[config.mk]
export PLATFORM = sky130hd
export DESIGN_NAME = bcba_ram
export DESIGN_NICKNAME = d
export VERILOG_FILES = /design/src/rtl/assert_macros.svh /design/src/rtl/bcba_ram.sv
export SDC_FILE = /design/constraint.sdc
export NUM_CORES = 2
export LEC_CHECK = 0
export ABC_CLOCK_PERIOD_IN_PS = 12300
export BUFFER_PORTS_ARGS = -buffer_cell sky130_fd_sc_hd__buf_2
export CAP_MARGIN = 20
export CORE_ASPECT_RATIO = 0.9
export CORE_UTILIZATION = 55
export CTS_CLUSTER_DIAMETER = 150
export DETAILED_ROUTE_END_ITERATION = 10
export PLACE_DENSITY = 0.71
export SLEW_MARGIN = 20
export SYNTH_ARGS = -nofsm -noshare
export SYNTH_HDL_FRONTEND = slang
export SYNTH_SLANG_ARGS = --single-unit
[constraint.sdc]
create_clock -name clk -period 12.3 [get_ports clk]
set_clock_uncertainty 0.05 [all_clocks]
set_input_delay 2.46 -clock clk [delete_from_list [all_inputs] [get_ports clk]]
set_output_delay 2.46 -clock clk [all_outputs]
set_load 0.005 [all_outputs]
[src/rtl/assert_macros.svh]
// ----------------------------------------------------------------------------
// Assertion macros
// Clocked property checks on clk, disabled while rst_n is low.
// ----------------------------------------------------------------------------
`ifndef ASSERT_MACROS_SVH
`define ASSERT_MACROS_SVH
`ifndef SYNTHESIS
`define BCBA_ASSERT(name, prop) \
  name: assert property (@(posedge clk) disable iff (!rst_n) prop) \
    else $error("assertion failed: %m");
`define BCBA_ASSERT_NEXT(name, ante, cons) \
  name: assert property (@(posedge clk) disable iff (!rst_n) ante |=> cons) \
    else $error("assertion failed: %m");
`else
`define BCBA_ASSERT(name, prop)
`define BCBA_ASSERT_NEXT(name, ante, cons)
`endif
`endif

[src/rtl/bcba_ram.sv]
// ----------------------------------------------------------------------------
// bcba_ram
// Generic single-write, single-read RAM with registered read data.
// ----------------------------------------------------------------------------
module bcba_ram #(
  parameter int WIDTH = 64,
  parameter int DEPTH = 64,
  localparam int AW   = $clog2(DEPTH)
) (
  input  logic             clk,
  input  logic             we,
  input  logic [AW-1:0]    waddr,
  input  logic [WIDTH-1:0] wdata,
  input  logic             re,
  input  logic [AW-1:0]    raddr,
  output logic [WIDTH-1:0] rdata
);

  logic [WIDTH-1:0] mem_r [DEPTH];
  logic [WIDTH-1:0] rdata_r;

  always_ff @(posedge clk) begin
    if (we) begin
      mem_r[waddr] <= wdata;
    end
    if (re) begin
      rdata_r <= mem_r[raddr];
    end
  end

  assign rdata = rdata_r;

endmodule

==> flow_summary.ini <==
[clock_tree]
postCtsSetupBuffers = 0
cts_buffer_depth = 4
holdBufCountCts = 0
cts_sinks = 4160
h-tree-depth = 5
post_cts_resize_count = 0
clk_latency_ns = 0.93
cts_tree = yes
cts_made_buffers = 401
cts_root_buffer = clkbuf_16
path_clk_slew_ns = 0.06

[power]
design_power_total_mw = 29.2
peakVddDrop_v = 0.000183
power.static_leakage_nw = 54.6
p_per_area_nw_per_um2 = 166

[grt]
antenna_found_initial = 32
grt-ovfl-total = 0
first_global_vias = 76200
use_met2_pct = 45.9
grt_usage_pct = 29.3
top_usage_layer = met2
gr-usage-met3_pct = 6.10
grt_pass1_wl_mm = 582
grt_use_met1_pct = 41.3
grt_max_degree = 136

[synthesis]
synth_ff_type = edfxtp_1
yosys_warnings = 0
synth_enable_flop_cells = 4160
synth-async-reset-ratio_pct = 0
ys_seq_area_share_pct = 79.6
syn-instance-count = 6598
ys_ff_latch = 4160
synth_cell_types = 32
syn-num-nets = 6677
postSynthAreaPerCell_um2 = 23.8
syn_area_um2 = 157000

[setup_path]
reg2reg_slack_ns = 9.99
cp_data_arrival_time_ns = 6.27
startpoint_type = primary input
critPathKind = in -> reg
crit_fanout = 54
worstReg2RegStart = mem_r[55][5]
critPathCaptureType = flop
r2r_cells = 5
crit_required_ns = 12.84
reg2reg_to = rdata[5]

[detailed_routing]
ant_nets = 0
dr.pass1.iters = 8
drc = 0
vias = 76700
first_iter_violations = 12000
wl_per_cell_um = 37.8
avgViaCountPerCell = 6.94
routed_wl_mm = 417

[floorplan]
coreArea_um2 = 283000
rows = 185
dieArea_um2 = 288000
die_h_um = 509
num_io_pins = 143
die_w_um = 565
start_util_pct = 55.5

[sta]
fmax_ghz = 0.175
min_period_over_period_pct = 46.6
relSlewSlack_pct = 16.1
fin_setup_tns_ns = 0
grt_setup_unrepaired = no
fin_crit_ns = 5.73
timing.hold.ws_ns = 0.876
setup_violations = 0
worstMarginPinSlew_ns = 1.26
hold_violations = 0
slew_violations = 0

[cells_and_area]
mostFrequentLayoutCells = edfxtp_1 (4160), mux4_2 (1024), clkbuf_16 (408)
area_growth_pct = 11.9
final_area_um2 = 176000
drive_above_1_share_pct = 27.6
final_common_cell = edfxtp_1
nNetsFinal = 7045

[worst_hold_path]
whs_path_depth = 4
min_to = rdata[61]
hold_class = reg -> reg
hp-start = mem_r[31][61]

[run]
cap_violations = 0

[run_status]
outcome = finished clean

[placement]
gp_congestion = 0.794
place_area_um2 = 163000
place_hpwl_mm = 211
io_buffers = 142
## state kept, by name, indices dropped and copies added, names as in the netlist
signal,flops
mem_r,4096
rdata,64
## where the power goes
part	total [mW]	leakage [nW]	switching, mW	internal [mW]
logic	1.29	10.9	0.818	0.476
clock network	12.1	6.20	5.19	6.88
registers	15.8	37.5	0.0594	15.7
## cells by family (layout without fill, tap and decap cells)
group,count (synthesis),after routing,synth area share (%)
AOI/OAI and AO/OA,504,504,2.47
and+or+nand+nor,386,386,1.23
other,0,22,0
buffers and inverters,389,1080,1.18
muxes,1159,1159,15.6
DFF,4160,4160,79.6
## worst max-delay path, cell delays in order
cell and delay [ns]:
buf_8 0.28, buf_4 0.68, buf_4 0.65, buf_4 0.82, mux4_2 0.42, mux2i_1 0.18, o22ai_1 0.18, a41oi_1 0.35
a211oi_1 0.07
## cell type report
type | count | area (um^2)
inverters | 19 | 71.3
diodes | 22 | 55.1
clock inverters | 225 | 2170
clock buffers | 501 | 10600
fillers | 18400 | 107000
multi-input cells | 2049 | 30800
well taps | 3740 | 4680
flip-flops and latches | 4160 | 125000
repair buffers | 335 | 2490
## through the flow
stage | instances | setup WS [ns] | util, %
after floorplan | 6598 | 4.35 | -
after global placement | 10300 | 5.60 | 57.5
after detailed placement | 10300 | 5.60 | 57.5
after CTS | 11000 | 6.59 | 62.0
after global routing | 11000 | 6.35 | 62.1
final | 11100 | 6.57 | 62.1
## routing by layer
layer,wire [um],vias to the layer above
met4,17300,12
met1,151000,41000
met2,198000,5533
met3,51000,876
met5,87,-
li1,-,29300
## how the worst max path moves through the flow
stage | from | endpoint
CTS | raddr[0] | rdata[39]
floorplan | waddr[3] | mem_r[48][0]
detailed placement | raddr[0] | rdata[31]
finish | raddr[2] | rdata[52]
global placement | raddr[2] | rdata[57]
global route | raddr[0] | rdata[31]
## cell usage after synthesis, drive strengths merged, types with 45 or more instances
master / count / area share, %
mux4: 1024 / 15
clkbuf: 140 / 0.33
a22o: 88 / 0.49
mux2i: 135 / 0.86
nand2: 58 / 0.14
o22ai: 83 / 0.33
and3: 64 / 0.26
a211oi: 63 / 0.30
buf: 230 / 0.80
edfxtp: 4160 / 80
nor2: 112 / 0.27
a22oi: 168 / 0.80
nand3: 45 / 0.14
Power figures use the tool's default switching activity.
